$ cat config.mk
export PLATFORM = sky130hd
export DESIGN_NAME = r2fft_ram
export DESIGN_NICKNAME = d
export VERILOG_FILES = /design/src/sv/radix2_fft_macros.svh /design/src/sv/r2fft_ram.sv
export SDC_FILE = /design/constraint.sdc
export NUM_CORES = 2
export LEC_CHECK = 0
export ABC_AREA = 0
export BUFFER_PORTS_ARGS = -buffer_cell sky130_fd_sc_hd__buf_2
export CAP_MARGIN = 20
export CORE_MARGIN = 3
export CORE_UTILIZATION = 30
export CTS_CLUSTER_SIZE = 14
export DETAILED_ROUTE_END_ITERATION = 8
export GPL_ROUTABILITY_DRIVEN = 0
export HOLD_SLACK_MARGIN = 0.05
export PLACE_DENSITY = 0.5
export SYNTH_ARGS = -nofsm -noshare
export SYNTH_HDL_FRONTEND = slang
export SYNTH_SLANG_ARGS = --single-unit
$ cat constraint.sdc
create_clock -name clk_i -period 6.9 [get_ports clk_i]
set_input_delay 2.07 -clock clk_i [delete_from_list [all_inputs] [get_ports clk_i]]
set_output_delay 2.07 -clock clk_i [all_outputs]
set_load 0.03 [all_outputs]
$ cat src/sv/radix2_fft_macros.svh
// assertion macros
`ifndef RADIX2_FFT_MACROS_SVH
`define RADIX2_FFT_MACROS_SVH

`define R2F_ASSERT_IMP(lbl, ante, cons) \
  lbl: assert property (@(posedge clk_i) disable iff (!rst_ni) (ante) |-> (cons)) \
    else $error("assertion failed");

`define R2F_ASSERT_NEXT(lbl, ante, cons) \
  lbl: assert property (@(posedge clk_i) disable iff (!rst_ni) (ante) |=> (cons)) \
    else $error("assertion failed");

`endif

$ cat src/sv/r2fft_ram.sv
module r2fft_ram #(
  parameter int unsigned Width = 48,
  parameter int unsigned Depth = 64
) (
  input  logic                     clk_i,
  input  logic                     we_i,
  input  logic [$clog2(Depth)-1:0] waddr_i,
  input  logic [Width-1:0]         wdata_i,
  input  logic [$clog2(Depth)-1:0] raddr_i,
  output logic [Width-1:0]         rdata_o
);
  logic [Width-1:0] mem_q [Depth];

  always_ff @(posedge clk_i) begin
    if (we_i) mem_q[waddr_i] <= wdata_i;
    rdata_o <= mem_q[raddr_i];
  end
endmodule

# Word-level counts from Yosys, hierarchy flattened
# Memories as Yosys holds them, arrays and structs flattened. A register that Yosys moved wholly into a read port is not among the register bits.
# Index checks and enable logic that the tools add are counted.
# totals
ff_bits,0
ramBits,3072
in_bits,62
output_inout_bits,48
elab_cells,3
mem_count,1
# classes
n_mux,2
# mem_list
memory,words,width,read_ports,rd_clocked_by_memory_dff,write_ports,line_no,source
mem_q,64,48,1,1,1,r2fft_ram.sv:12,logic [Width-1:0] mem_q [Depth];
# ops
op,count
two-way mux 1 bit,2

# Logic depth before layout (Yosys ltp)
# depth
depth_word,2
mapped_depth,9
ltp_nobuf,5

# Worst setup path before layout
# No wires, ideal clock.
# synth_path
path_type,input-to-reg
from,input waddr_i[3]
to,"memory mem_q[48][0], enable pin"
setup_time_ps,513
arrival_ps,5842
required_time_ps,6387
slack_ps,545
cell_stages,4
path_cell_list,clkbuf_1 -> nor2b_1 -> nand4b_1 -> nor3_1
# synth_rtl
element,line_no,source
start: declaration,r2fft_ram.sv:7,"input logic [$clog2(Depth)-1:0] waddr_i,"
end: declaration,r2fft_ram.sv:12,
# No word-level cell before the write port.

==> impl_metrics.yaml <==
critical_path:
  worst_path_max_delay_cell: "buf_4"
  cp-start-kind: "primary input"
  cpLargestDelayFamily: "buffers and inverters"
  arrival_ns: 5.21
  worstPathCellList: "buf_2, buf_4, nor2b_4, buf_4, a22o_1, a221oi_1, a221oi_1"
  critPathCaptureType: "flop"
  required_ns: 7.57
  cp_max_fo: 52
  critical_path_class: "in -> reg"
  path_buf_inv: 3
  cpPeakStageDelay_ns: 0.79
global_route:
  grt_antenna_before_repair: 46
  grt.overflow.total: 0
  grt_pass1_vias: 56850
  grt_pass1_wl_mm: 461.2
  grt_usage: 0.1638
  grt_start_max_net_pins: 131
clock_network:
  clk_pin_slew_ns: 0.06
  htree_levels: 5
  cts-resized-gates: 0
  cts_setup_buffers: 0
  cts.sinks: 3120
  clockBufferDepth: 4
  cts-buffers-inserted: 318
  cts-root-buf: "clkbuf_16"
  cts_tree: "yes"
  clock_latency_ns: 0.88
  cts-hold-fix-buffers: 0
routing:
  ant_nets: 0
  via_per_inst: 5.168
  route.detailed.drc: 0
  routedWlPerCell_um: 30.80
  drt_iter0_markers: 6252
  wl_mm: 331.8
  drtPass1Iterations: 6
  vias: 55670
pwr:
  seqPwrFrac: 0.529
  p_sw_frac: 0.2136
  p_total_mw: 39.84
  power_frac_comb: 0.050
  p_clk_frac: 0.422
  cellPowerDensity_nw_per_um2: 293.1
  p_int_mw: 31.33
  p_sw_mw: 8.511
  leakagePower_nw: 41.48
  ir_drop_uv: 197.6
placement:
  hpwlAfterDp_mm: 178.7
  io_buffers: 109
status:
  status: "complete, no violations"
synth:
  synth_area_per_cell_um2: 23.56
  yosys_register_bits: 3120
  synthCells: 4970
  ys_seq_area_frac: 0.7959
  syn_area_um2: 117100
  synth_edf_count: 3072
  synth.distinct_cells: 36
  ys_warn_count: 0
  syn_nets: 5032
  async_flop_share: 0
  synthFlopType: "edfxtp_1"
sta:
  hold_ws_ns: 0.8190
  tightest_slew_ns: 1.264
  final.setup.tns_ns: 0
  hold_viol: 0
  min_period_ns: 4.540
  maxSlewHeadroom: 0.1571
  rsz0062_at_grt: "no"
  slew_viol_final: 0
  clock.fmax_ghz: 0.2203
  fin_skew_ns: 0.05815
  finalCritPeriodShare: 0.6580
  setup_viol: 0
floorplanning:
  fp.dieH_um: 630.8
  initial_utilization: 0.3025
  ioPinCount: 110
  dieArea_um2: 397900
  coreArea_um2: 387100
  die_w_um: 630.8
  rows: 228
layout:
  area_delta_synth_final_pct: 16.06
  finalNetCount: 5409
  layout-drive-gt1-share: 0.2907
worst_hold_path:
  min_path_type: "reg -> reg"
run:
  max_cap_viol_count: 0
[area by class of cell]
type | instances | area (µm²)
clock buffer | 424 | 8695
sequential | 3120 | 93210
antenna | 4 | 10.01
timing repair buffer | 339 | 3289
fill | 35720 | 251200
multi-input combinational | 1568 | 22950
clock inverter | 142 | 1299
tap | 5175 | 6475
[cells in the mapped netlist, types with 4 or more instances]
cell type | count | area share
a22o_1 | 57 | 0.0043
a221oi_1 | 83 | 0.0062
or3b_2 | 4 | 0.00030
mux2_2 | 12 | 0.0012
mux4_2 | 754 | 0.14
o22ai_1 | 122 | 0.0065
buf_2 | 98 | 0.0042
a31o_2 | 5 | 0.00037
mux2i_1 | 63 | 0.0054
nor2_1 | 132 | 0.0042
nor2b_1 | 24 | 0.0013
buf_4 | 62 | 0.0040
o221ai_1 | 28 | 0.0021
buf_6 | 11 | 0.0011
nand2_1 | 55 | 0.0018
a22oi_1 | 72 | 0.0046
nand3_1 | 7 | 0.00030
clkbuf_1 | 98 | 0.0031
buf_1 | 12 | 0.00038
dfxtp_1 | 48 | 0.0082
nand2b_1 | 10 | 0.00053
a211oi_1 | 32 | 0.0021
edfxtp_1 | 3072 | 0.79
nand3b_1 | 5 | 0.00032
a21oi_1 | 74 | 0.0032
a311oi_1 | 11 | 0.00082
[final timing paths]
kind / to / cells past startpoint / slack [ns] / from
worst max-delay path: rdata_o[18]$_DFF_P_ / 7 / 2.36 / raddr_i[3]
worst min-delay path: rdata_o[33]$_DFF_P_ / 4 / 0.82 / mem_q[58][33]$_DFFE_PP_
worst max register to register: rdata_o[45]$_DFF_P_ / 4 / 4.57 / mem_q[27][45]$_DFFE_PP_
worst min register to register: rdata_o[33]$_DFF_P_ / 4 / 0.82 / mem_q[58][33]$_DFFE_PP_
[routing by layer]
layer / share of wire / global-route usage / vias to the layer above / wire (µm)
met5: 0.00023 / 0 / - / 75
met4: 0.024 / 0.03842 / 10 / 7865
met3: 0.071 / 0.02859 / 451 / 23640
met2: 0.49 / 0.2695 / 2116 / 161200
met1: 0.42 / 0.2266 / 30790 / 139100
li1: - / - / 22300 / -
[stage by stage]
step / setup WS [ns] / cell area (µm²) / cells / util
after floorplan: 0.5452 / 117100 / 4970 / -
after global placement: 1.416 / 125100 / 10160 / 0.3232
after detailed placement: 1.473 / 125200 / 10170 / 0.3233
after CTS: 2.411 / 135200 / 10730 / 0.3491
after global routing: 2.341 / 135900 / 10770 / 0.3511
final: 2.360 / 135900 / 10770 / 0.3511
[power groups by stage]
stage / Clock [mW] / Combinational [mW] / Sequential [mW]
floorplan: 0 / 1.00 / 21.5
global placement: 0 / 1.94 / 21.5
detailed placement: 0 / 1.97 / 21.5
CTS: 17.2 / 1.97 / 21.1
global route: 17.9 / 2.12 / 21.1
finish: 16.8 / 1.99 / 21.1
[registers in the layout, indices dropped and copies added, names as in the netlist]
name,count
mem_q,3072
rdata_o,48
[worst reg2reg max path: stages, from the launching register on]
cell and delay, ns:
edfxtp_1 0.37, mux4_2 0.48, a22o_1 0.26, a221oi_1 0.83, a221oi_1 0.23
[cells in the final DEF (no fill, tap or decap), drive strengths merged, types with 55 or more instances in the layout]
cell type / instances
nor2: 132
a21oi: 74
clkinv: 109
a221oi: 83
mux4: 754
buf: 339
a22oi: 72
nand2: 55
edfxtp: 3072
clkbuf: 424
o22ai: 122
mux2i: 63
a22o: 57
[cell families after synthesis]
| kind of cell | Yosys count | share of synthesized area |
|---|---|---|
| AOI/OAI and AO/OA | 486 | 0.03024 |
| and+or+nand+nor | 253 | 0.009572 |
| DFF | 3120 | 0.7959 |
| muxes | 829 | 0.1515 |
| buffers and inverters | 282 | 0.01279 |
No activity file was read; power rests on OpenSTA's default activity.
