==> config.mk <==
export PLATFORM = sky130hd
export DESIGN_NAME = r2fft_bfly
export DESIGN_NICKNAME = d
export VERILOG_FILES = /design/src/sv/radix2_fft_macros.svh /design/src/sv/r2fft_pkg.sv /design/src/sv/r2fft_bfly.sv
export SDC_FILE = /design/constraint.sdc
export NUM_CORES = 2
export LEC_CHECK = 0
export ABC_AREA = 0
export ABC_CLOCK_PERIOD_IN_PS = 11200
export BUFFER_PORTS_ARGS = -buffer_cell sky130_fd_sc_hd__buf_2
export CAP_MARGIN = 20
export CORE_MARGIN = 8
export CORE_UTILIZATION = 47
export DETAILED_ROUTE_END_ITERATION = 8
export PLACE_DENSITY = 0.61
export SLEW_MARGIN = 0
export SYNTH_ARGS = -nofsm -noshare
export SYNTH_HDL_FRONTEND = slang
export SYNTH_SLANG_ARGS = --single-unit
export TNS_END_PERCENT = 1
==> constraint.sdc <==
create_clock -name clk_i -period 11.2 [get_ports clk_i]
set_input_delay 0.56 -clock clk_i [delete_from_list [all_inputs] [get_ports clk_i]]
set_output_delay 0.56 -clock clk_i [all_outputs]
set_load 0.1 [all_outputs]
==> src/sv/radix2_fft_macros.svh <==
// assertion macros
`ifndef RADIX2_FFT_MACROS_SVH
`define RADIX2_FFT_MACROS_SVH

`define R2F_ASSERT_IMP(lbl, ante, cons) \
  lbl: assert property (@(posedge clk_i) disable iff (!rst_ni) (ante) |-> (cons)) \
    else $error("assertion failed");

`define R2F_ASSERT_NEXT(lbl, ante, cons) \
  lbl: assert property (@(posedge clk_i) disable iff (!rst_ni) (ante) |=> (cons)) \
    else $error("assertion failed");

`endif

==> src/sv/r2fft_pkg.sv <==
package r2fft_pkg;
  localparam int unsigned MaxLog2 = 6;
  localparam int unsigned MaxPoints = 64;
  localparam int unsigned AddrW = 6;
  localparam int unsigned CntW = 7;
  localparam int unsigned TwBits = 16;
  localparam int unsigned TwFrac = TwBits - 1;
  localparam int unsigned WordW = 24;
  localparam int unsigned SampW = 16;
  localparam int unsigned LogW = 3;

  typedef logic signed [WordW-1:0] word_t;
  typedef logic signed [TwBits-1:0] tw_t;
  typedef logic [AddrW-1:0] addr_t;
  typedef logic [2*WordW-1:0] cword_t;

  typedef struct packed {
    logic  start;
    word_t ar;
    word_t ai;
    word_t br;
    word_t bi;
    tw_t   wr;
    tw_t   wi;
  } bfly_req_t;

  typedef struct packed {
    logic  done;
    word_t xr;
    word_t xi;
    word_t yr;
    word_t yi;
  } bfly_rsp_t;

  function automatic logic signed [31:0] cos_rom(input logic [4:0] k);
    case (k)
      5'd0:  return 32'sd1073741824;
      5'd1:  return 32'sd1068571464;
      5'd2:  return 32'sd1053110176;
      5'd3:  return 32'sd1027506862;
      5'd4:  return 32'sd992008094;
      5'd5:  return 32'sd946955747;
      5'd6:  return 32'sd892783698;
      5'd7:  return 32'sd830013654;
      5'd8:  return 32'sd759250125;
      5'd9:  return 32'sd681174602;
      5'd10: return 32'sd596538995;
      5'd11: return 32'sd506158392;
      5'd12: return 32'sd410903207;
      5'd13: return 32'sd311690799;
      5'd14: return 32'sd209476638;
      5'd15: return 32'sd105245103;
      default: return 32'sd0;
    endcase
  endfunction

  function automatic logic signed [32:0] cos_q30(input logic [5:0] m);
    logic signed [32:0] v;
    v = '0;
    if (m <= 6'd16) v = 33'(cos_rom(m[4:0]));
    else if (m <= 6'd32) v = -33'(cos_rom(5'(6'd32 - m)));
    else if (m <= 6'd48) v = -33'(cos_rom(5'(m - 6'd32)));
    else v = 33'(cos_rom(5'(7'd64 - {1'b0, m})));
    return v;
  endfunction

  function automatic tw_t to_tw(input logic signed [32:0] v);
    logic signed [33:0] t;
    t = (34'(v) + 34'sd16384) >>> (30 - TwFrac);
    if (t > 34'sd32767) t = 34'sd32767;
    if (t < -34'sd32768) t = -34'sd32768;
    return tw_t'(t);
  endfunction

  function automatic tw_t tw_re(input logic [5:0] m);
    return to_tw(cos_q30(m));
  endfunction

  function automatic tw_t tw_im(input logic [5:0] m);
    return to_tw(-cos_q30(6'(m + 6'd48)));
  endfunction

  function automatic word_t sat24(input logic signed [WordW+1:0] v);
    if (v > 26'sd8388607) return word_t'(24'sh7FFFFF);
    if (v < -26'sd8388608) return word_t'(24'sh800000);
    return word_t'(v);
  endfunction
endpackage

==> src/sv/r2fft_bfly.sv <==
module r2fft_bfly (
  input  logic                 clk_i,
  input  logic                 rst_ni,
  input  r2fft_pkg::bfly_req_t req_i,
  output r2fft_pkg::bfly_rsp_t rsp_o
);
  import r2fft_pkg::*;

  // one multiplier, four products computed in turn
  logic [2:0] step_q;
  logic busy_q;
  logic done_q;
  word_t xr_q, xi_q, yr_q, yi_q;
  bfly_req_t r_q;
  logic signed [40:0] prod_q;
  logic signed [41:0] accr_q, acci_q;
  logic signed [WordW-1:0] mul_a;
  tw_t mul_b;
  logic signed [41:0] pr, pi;

  always_comb begin
    unique case (step_q)
      3'd0: begin mul_a = r_q.br; mul_b = r_q.wr; end
      3'd1: begin mul_a = r_q.bi; mul_b = r_q.wi; end
      3'd2: begin mul_a = r_q.br; mul_b = r_q.wi; end
      default: begin mul_a = r_q.bi; mul_b = r_q.wr; end
    endcase
  end

  assign pr = (accr_q + 42'sd16384) >>> TwFrac;
  assign pi = (acci_q + 42'sd16384) >>> TwFrac;

  assign rsp_o = {done_q, xr_q, xi_q, yr_q, yi_q};

  always_ff @(posedge clk_i or negedge rst_ni) begin
    if (!rst_ni) begin
      step_q <= '0;
      busy_q <= 1'b0;
      done_q <= 1'b0;
    end else begin
      done_q <= 1'b0;
      if (req_i.start) begin
        busy_q <= 1'b1;
        step_q <= '0;
      end else if (busy_q) begin
        step_q <= step_q + 3'd1;
        if (step_q == 3'd5) begin
          busy_q <= 1'b0;
          done_q <= 1'b1;
        end
      end
    end
  end

  always_ff @(posedge clk_i) begin
    if (req_i.start) r_q <= req_i;
    prod_q <= 41'(mul_a * mul_b);
    if (busy_q) begin
      unique case (step_q)
        3'd1: accr_q <= 42'(prod_q);
        3'd2: accr_q <= accr_q - 42'(prod_q);
        3'd3: acci_q <= 42'(prod_q);
        3'd4: acci_q <= acci_q + 42'(prod_q);
        default: ;
      endcase
    end
    if (busy_q && step_q == 3'd5) begin
      xr_q <= sat24(26'(r_q.ar) + 26'(pr));
      xi_q <= sat24(26'(r_q.ai) + 26'(pi));
      yr_q <= sat24(26'(r_q.ar) - 26'(pr));
      yi_q <= sat24(26'(r_q.ai) - 26'(pi));
    end
  end
endmodule

### Word-level counts from Yosys, hierarchy flattened

Index checks and enable logic that the tools add are counted.

| operators by class | value |
|---|---|
| magnitude comparators | 8 |
| reductions and logical operators | 9 |
| equality and inequality tests | 5 |
| multiplexer cells | 48 |
| multiply operators | 1 |
| add/sub/neg operators | 9 |

Operators by type and width:

| kind | count |
|---|---|
| 2-to-1 mux 24 bit | 17 |
| case mux 42 bit (2 select lines) | 2 |
| greater-than comparator 26 x 24 -> 1 bit, second input constant | 4 |
| < comparator 26 x 24 -> 1 bit, second input constant | 4 |
| adder 41 x 16 -> 41 bit, second input constant | 2 |
| adder 24 x 26 -> 26 bit | 2 |
| subtractor 24 x 26 -> 26 bit | 2 |
| adder 42 x 40 -> 42 bit | 1 |
| subtractor 42 x 40 -> 42 bit | 1 |
| multiplier 24 x 16 -> 40 bit | 1 |
| 2-to-1 mux 1 bit | 26 |
| 2-to-1 mux 16 bit | 1 |
| equality test 3 x 2 -> 1 bit, second input constant | 2 |
| equality test 3 bit, second input constant | 2 |
| 2-to-1 mux 3 bit | 2 |
| nonzero test 2 bit | 3 |
| AND reduction 2 bit | 2 |
| OR reduction 2 bit | 2 |
| adder 3 x 1 -> 3 bit, second input constant | 1 |
| equality test 3 x 1 -> 1 bit, second input constant | 1 |
| logical NOT 3 bit | 1 |
| logical AND 1 bit | 1 |

| storage, ports and cells | value |
|---|---|
| register bits after elaboration | 353 |
| bits of input ports | 131 |
| logic and storage cells | 96 |
| output and inout bits | 97 |

### Depth between registers and ports, before layout

| logic depth | value |
|---|---|
| depth after elaboration | 9 |
| depth in mapped cells | 31 |
| gate-level depth less buffers | 29 |

### Worst setup path before layout

OpenSTA, ideal clock, no wires.

| timing path | value |
|---|---|
| path kind | register to register |
| start point | register step_q[0] |
| end point | register, netlist name prod_q[39] |
| setup time | 0.072 ns |
| path buffers | 3 |
| data arrival time | 7.777 ns |
| stages on the path, launching flop included | 29 |
| data required time | 11.128 ns |
| slack | 3.351 ns |
| path through | dfrtp_1 -> inv_1 -> ha_1 -> o21bai_1 -> buf_1 -> clkbuf_1 -> mux2i_1 -> clkbuf_1 -> nor2_1 -> fa_1 -> inv_1 -> fa_1 -> fa_1 -> inv_1 -> fa_1 -> fa_1 -> inv_1 -> fa_1 -> inv_1 -> ha_1 -> a211o_1 -> a2111oi_0 -> nor4b_1 -> or3_1 -> a21o_1 -> nand4_1 -> nand2_1 -> a311oi_1 -> xnor2_1 |

| on the way | value |
|---|---|
| cells in the longest elaborated chain, start to end | 4 |

RTL lines:

| what | line | RTL |
|---|---|---|
| start, declared | r2fft_bfly.sv:10 | `logic [2:0] step_q;` |
| start signal, assigned | r2fft_bfly.sv:46 | `step_q <= step_q + 3'd1;` |
| equality test 3 x 2 -> 1 bit (tied with other cells) | r2fft_bfly.sv:22 | `unique case (step_q)` |
| OR reduction 2 bit (no source line) | -- |  |
| 2-to-1 mux 24 bit / 2-to-1 mux 16 bit (equally long branches) | r2fft_bfly.sv:22 |  |
| multiplier 24 x 16 -> 40 bit (*) | r2fft_bfly.sv:57 | `prod_q <= 41'(mul_a * mul_b);` |

Every way passes the cells marked *; elsewhere a longest branch is shown, timed or not.
A chain may end at the register's enable or synchronous reset.

### Worst setup path in the final report

| timing path | value |
|---|---|
| start point | register step_q[0] |
| end point | register, netlist name prod_q[39] |

| on the way | value |
|---|---|
| cells in the longest elaborated chain, start to end | 4 |

RTL lines:

| what | line |
|---|---|
| equality test 3 x 2 -> 1 bit (tied with other cells) | r2fft_bfly.sv:22 |
| OR reduction 2 bit (no source line) | -- |
| 2-to-1 mux 24 bit / 2-to-1 mux 16 bit (equally long branches) | r2fft_bfly.sv:22 |
| multiplier 24 x 16 -> 40 bit (*) | r2fft_bfly.sv:57 |

Marks and branches as above.

==> impl_metrics.env <==
export IMPL_regArea_um2=10100
export IMPL_post_route_period_util_pct=78.9
export IMPL_cp_slowest_stage_delay_ns=0.99
export IMPL_ant_nets=0
export IMPL_rows=102
export IMPL_layout_common_cells="633 x inv_1, 401 x nand2_1, 380 x fa_1"
export IMPL_multiInputGateArea_um2=23400
export IMPL_drtIter0Drc=1706
export IMPL_area_delta_synth_final_pct=10.3
export IMPL_insertion_delay_ns=0.59
export IMPL_synth_main_ff_cell="edfxtp_1"
export IMPL_clk_pin_slew_worst_paths_ns=0.06
export IMPL_synthesis_area_um2=36300
export IMPL_rsz0062_at_grt="false"
export IMPL_diodes=0
export IMPL_cp_start_kind="register"
export IMPL_synth_yosys_warnings=0
export IMPL_grt_antenna_before_repair=1
export IMPL_io_pins=228
export IMPL_critical_path_slowest_cell="mux2i_1"
export IMPL_hp_class="input pin to register"
export IMPL_globalplace_congestion=0.949
export IMPL_num_vias=26800
export IMPL_vias_per_cell=5.26
export IMPL_syn_area_per_cell_um2=9.49
export IMPL_initial_utilization_pct=47.2
export IMPL_grt_pass1_vias=27000
export IMPL_cp_max_fo=29
export IMPL_setup_viol=0
export IMPL_synth_nets=4624
export IMPL_fp_dieH_um=294
export IMPL_cts_sinks=351
export IMPL_final_common_cell="inv_1"
export IMPL_async_flop_share_pct=1.42
export IMPL_cts_resized=0
export IMPL_tns_ns=0
export IMPL_port_buffers=227
export IMPL_holdBufCountCts=1
export IMPL_end_kind="register"
export IMPL_slew_viol_final=0
export IMPL_cts_max_level=2
export IMPL_netlist_instances=3829
export IMPL_slew_headroom_pct=10.3
export IMPL_final_net_count=4815
export IMPL_cap_violations=0
export IMPL_overflow=0
export IMPL_cts_buffers=42
export IMPL_drc_errors=0
export IMPL_cts_tree="done"
export IMPL_cts_root_buf="clkbuf_16"
export IMPL_die_x_um=294
export IMPL_r2r_slack_ns=2.36
export IMPL_max_freq_ghz=0.113
export IMPL_grt_pass1_wl_um=147000
export IMPL_synth_edf_count=306
export IMPL_crit_required_ns=11.66
export IMPL_fillers=7216
export IMPL_hold_violations=0
export IMPL_status="finished, final reports clean"
export IMPL_seq_area_frac_synth_pct=27.8
export IMPL_clockBufferDepth=3
export IMPL_drive_above_1_share_pct=10.7
export IMPL_drt_wl_total_um=91900
export IMPL_ys_ff_latch=351
export IMPL_fin_worst_skew_ns=0.0288
export IMPL_cp_arrival_ns=9.30
export IMPL_wl_per_cell_um=18.0
export IMPL_tightest_slew_ns=1.33
export IMPL_synth_cell_types=86
export IMPL_place_hpwl_um=75000
export IMPL_die_area_um2=86500
export IMPL_drt_first_pass_iters=5
export IMPL_min_period_ns=8.84
export IMPL_grt_max_degree=81
export IMPL_cts_setup_buffers=0
export IMPL_path_common_cell="fa_1"
export IMPL_track_usage_pct=21.1
export IMPL_worstSetupPathType="register to register"
export IMPL_core_area_um2=77000
[flip-flops by register name (all words and copies together), names as in the netlist]
| signal | flops |
|---|---|
| step_q | 3 |
| yr_q | 24 |
| yi_q | 24 |
| busy_q | 1 |
| xi_q | 24 |
| r_q | 128 |
| accr_q | 41 |
| done_q | 1 |
| xr_q | 24 |
| acci_q | 41 |
| prod_q | 40 |
[cell usage after synthesis, types with 8 or more instances]
cell type,number,share of area [%]
and4_1,11,0.27
and3_1,28,0.48
a21oi_1,171,2.4
xnor2_1,162,3.9
dfxtp_1,40,2.2
a211oi_1,24,0.50
o21a_1,24,0.50
clkbuf_1,95,0.98
a21o_1,76,1.6
inv_1,633,6.5
o211ai_1,13,0.27
nand4_1,16,0.28
and2_1,18,0.31
ha_1,284,9.8
nor4_1,9,0.15
mux2_2,42,1.3
a31oi_1,22,0.38
nand3_1,45,0.62
nor2b_1,27,0.46
or3_1,8,0.14
nor2_1,328,3.4
nand2b_1,34,0.59
edfxtp_1,306,25
nand2_1,402,4.2
xor2_1,89,2.1
mux2i_1,42,1.2
nor3_1,41,0.56
o21bai_1,42,0.87
o21ai_2,19,0.46
fa_1,380,21
o31ai_1,19,0.39
o21ai_0,218,3.0
[cells by family (layout without fill, tap and decap cells)]
logic type | Yosys count | after routing | synth area share (%)
xor gates and xnor gates | 251 | 251 | 6.05
muxes | 84 | 84 | 2.46
DFF | 351 | 351 | 27.8
AOI/OAI and AO/OA | 736 | 736 | 13.1
and+or+nand+nor | 996 | 996 | 12.0
buffers and inverters | 747 | 971 | 7.88
adders and majority gates | 664 | 664 | 30.7
[metrics by stage]
stage	util, %	hold slack [ns]	std cells	area [um^2]	setup WS [ns]
global placement	50.2	0.465	5013	38600	2.47
floorplan	-	0.264	3829	36300	3.35
finish	52.1	0.144	5093	40100	2.36
detailed placement	50.2	0.466	5013	38600	2.25
CTS	52.1	0.109	5091	40100	2.23
global route	52.1	0.109	5093	40100	1.93
[per-layer routing]
metal | part of all wire (%) | vias to the layer above | global-route usage (%)
li1 | - | 13100 | -
met1 | 46 | 12800 | 29.0
met2 | 45 | 782 | 34.8
met3 | 6.4 | 133 | 3.07
met4 | 2.7 | 0 | 5.67
met5 | 0 | - | 0
[path summary, 6_finish.rpt]
path,start,to,cells past startpoint
min,req_i[11],r_q[11],1
max,step_q[0],prod_q[39],25
max in group asynchronous,rst_ni,step_q[0],2
min in group asynchronous,rst_ni,busy_q,2
min reg2reg,step_q[1],step_q[1],2
max reg2reg,step_q[0],prod_q[39],25
[worst max-delay path, delay by kind of cell (launching register included)]
kind / cells / cell delay (ns)
AND/OR/NAND/NOR: 5 / 0.93
multiplexers: 1 / 0.99
adder cells (fa/ha/maj): 8 / 3.60
AO/OA/AOI/OAI: 5 / 2.41
flip-flops: 1 / 0.40
XOR/XNOR: 1 / 0.10
buffers and inverters: 5 / 0.27
[cell type report]
cell class / count / share of cell area [%]
Inverter: 634 / 5.94
Clock buffer: 49 / 2.76
Tap cell: 1040 / 3.25
Multi-Input combinational cell: 2731 / 58.5
Sequential cell: 351 / 25.2
Timing Repair Buffer: 260 / 3.47
Clock inverter: 28 / 0.883
Power is left out: the tool's default activity adds up to more than one toggle a clock period on the data nets, which glitch-free logic cannot reach.
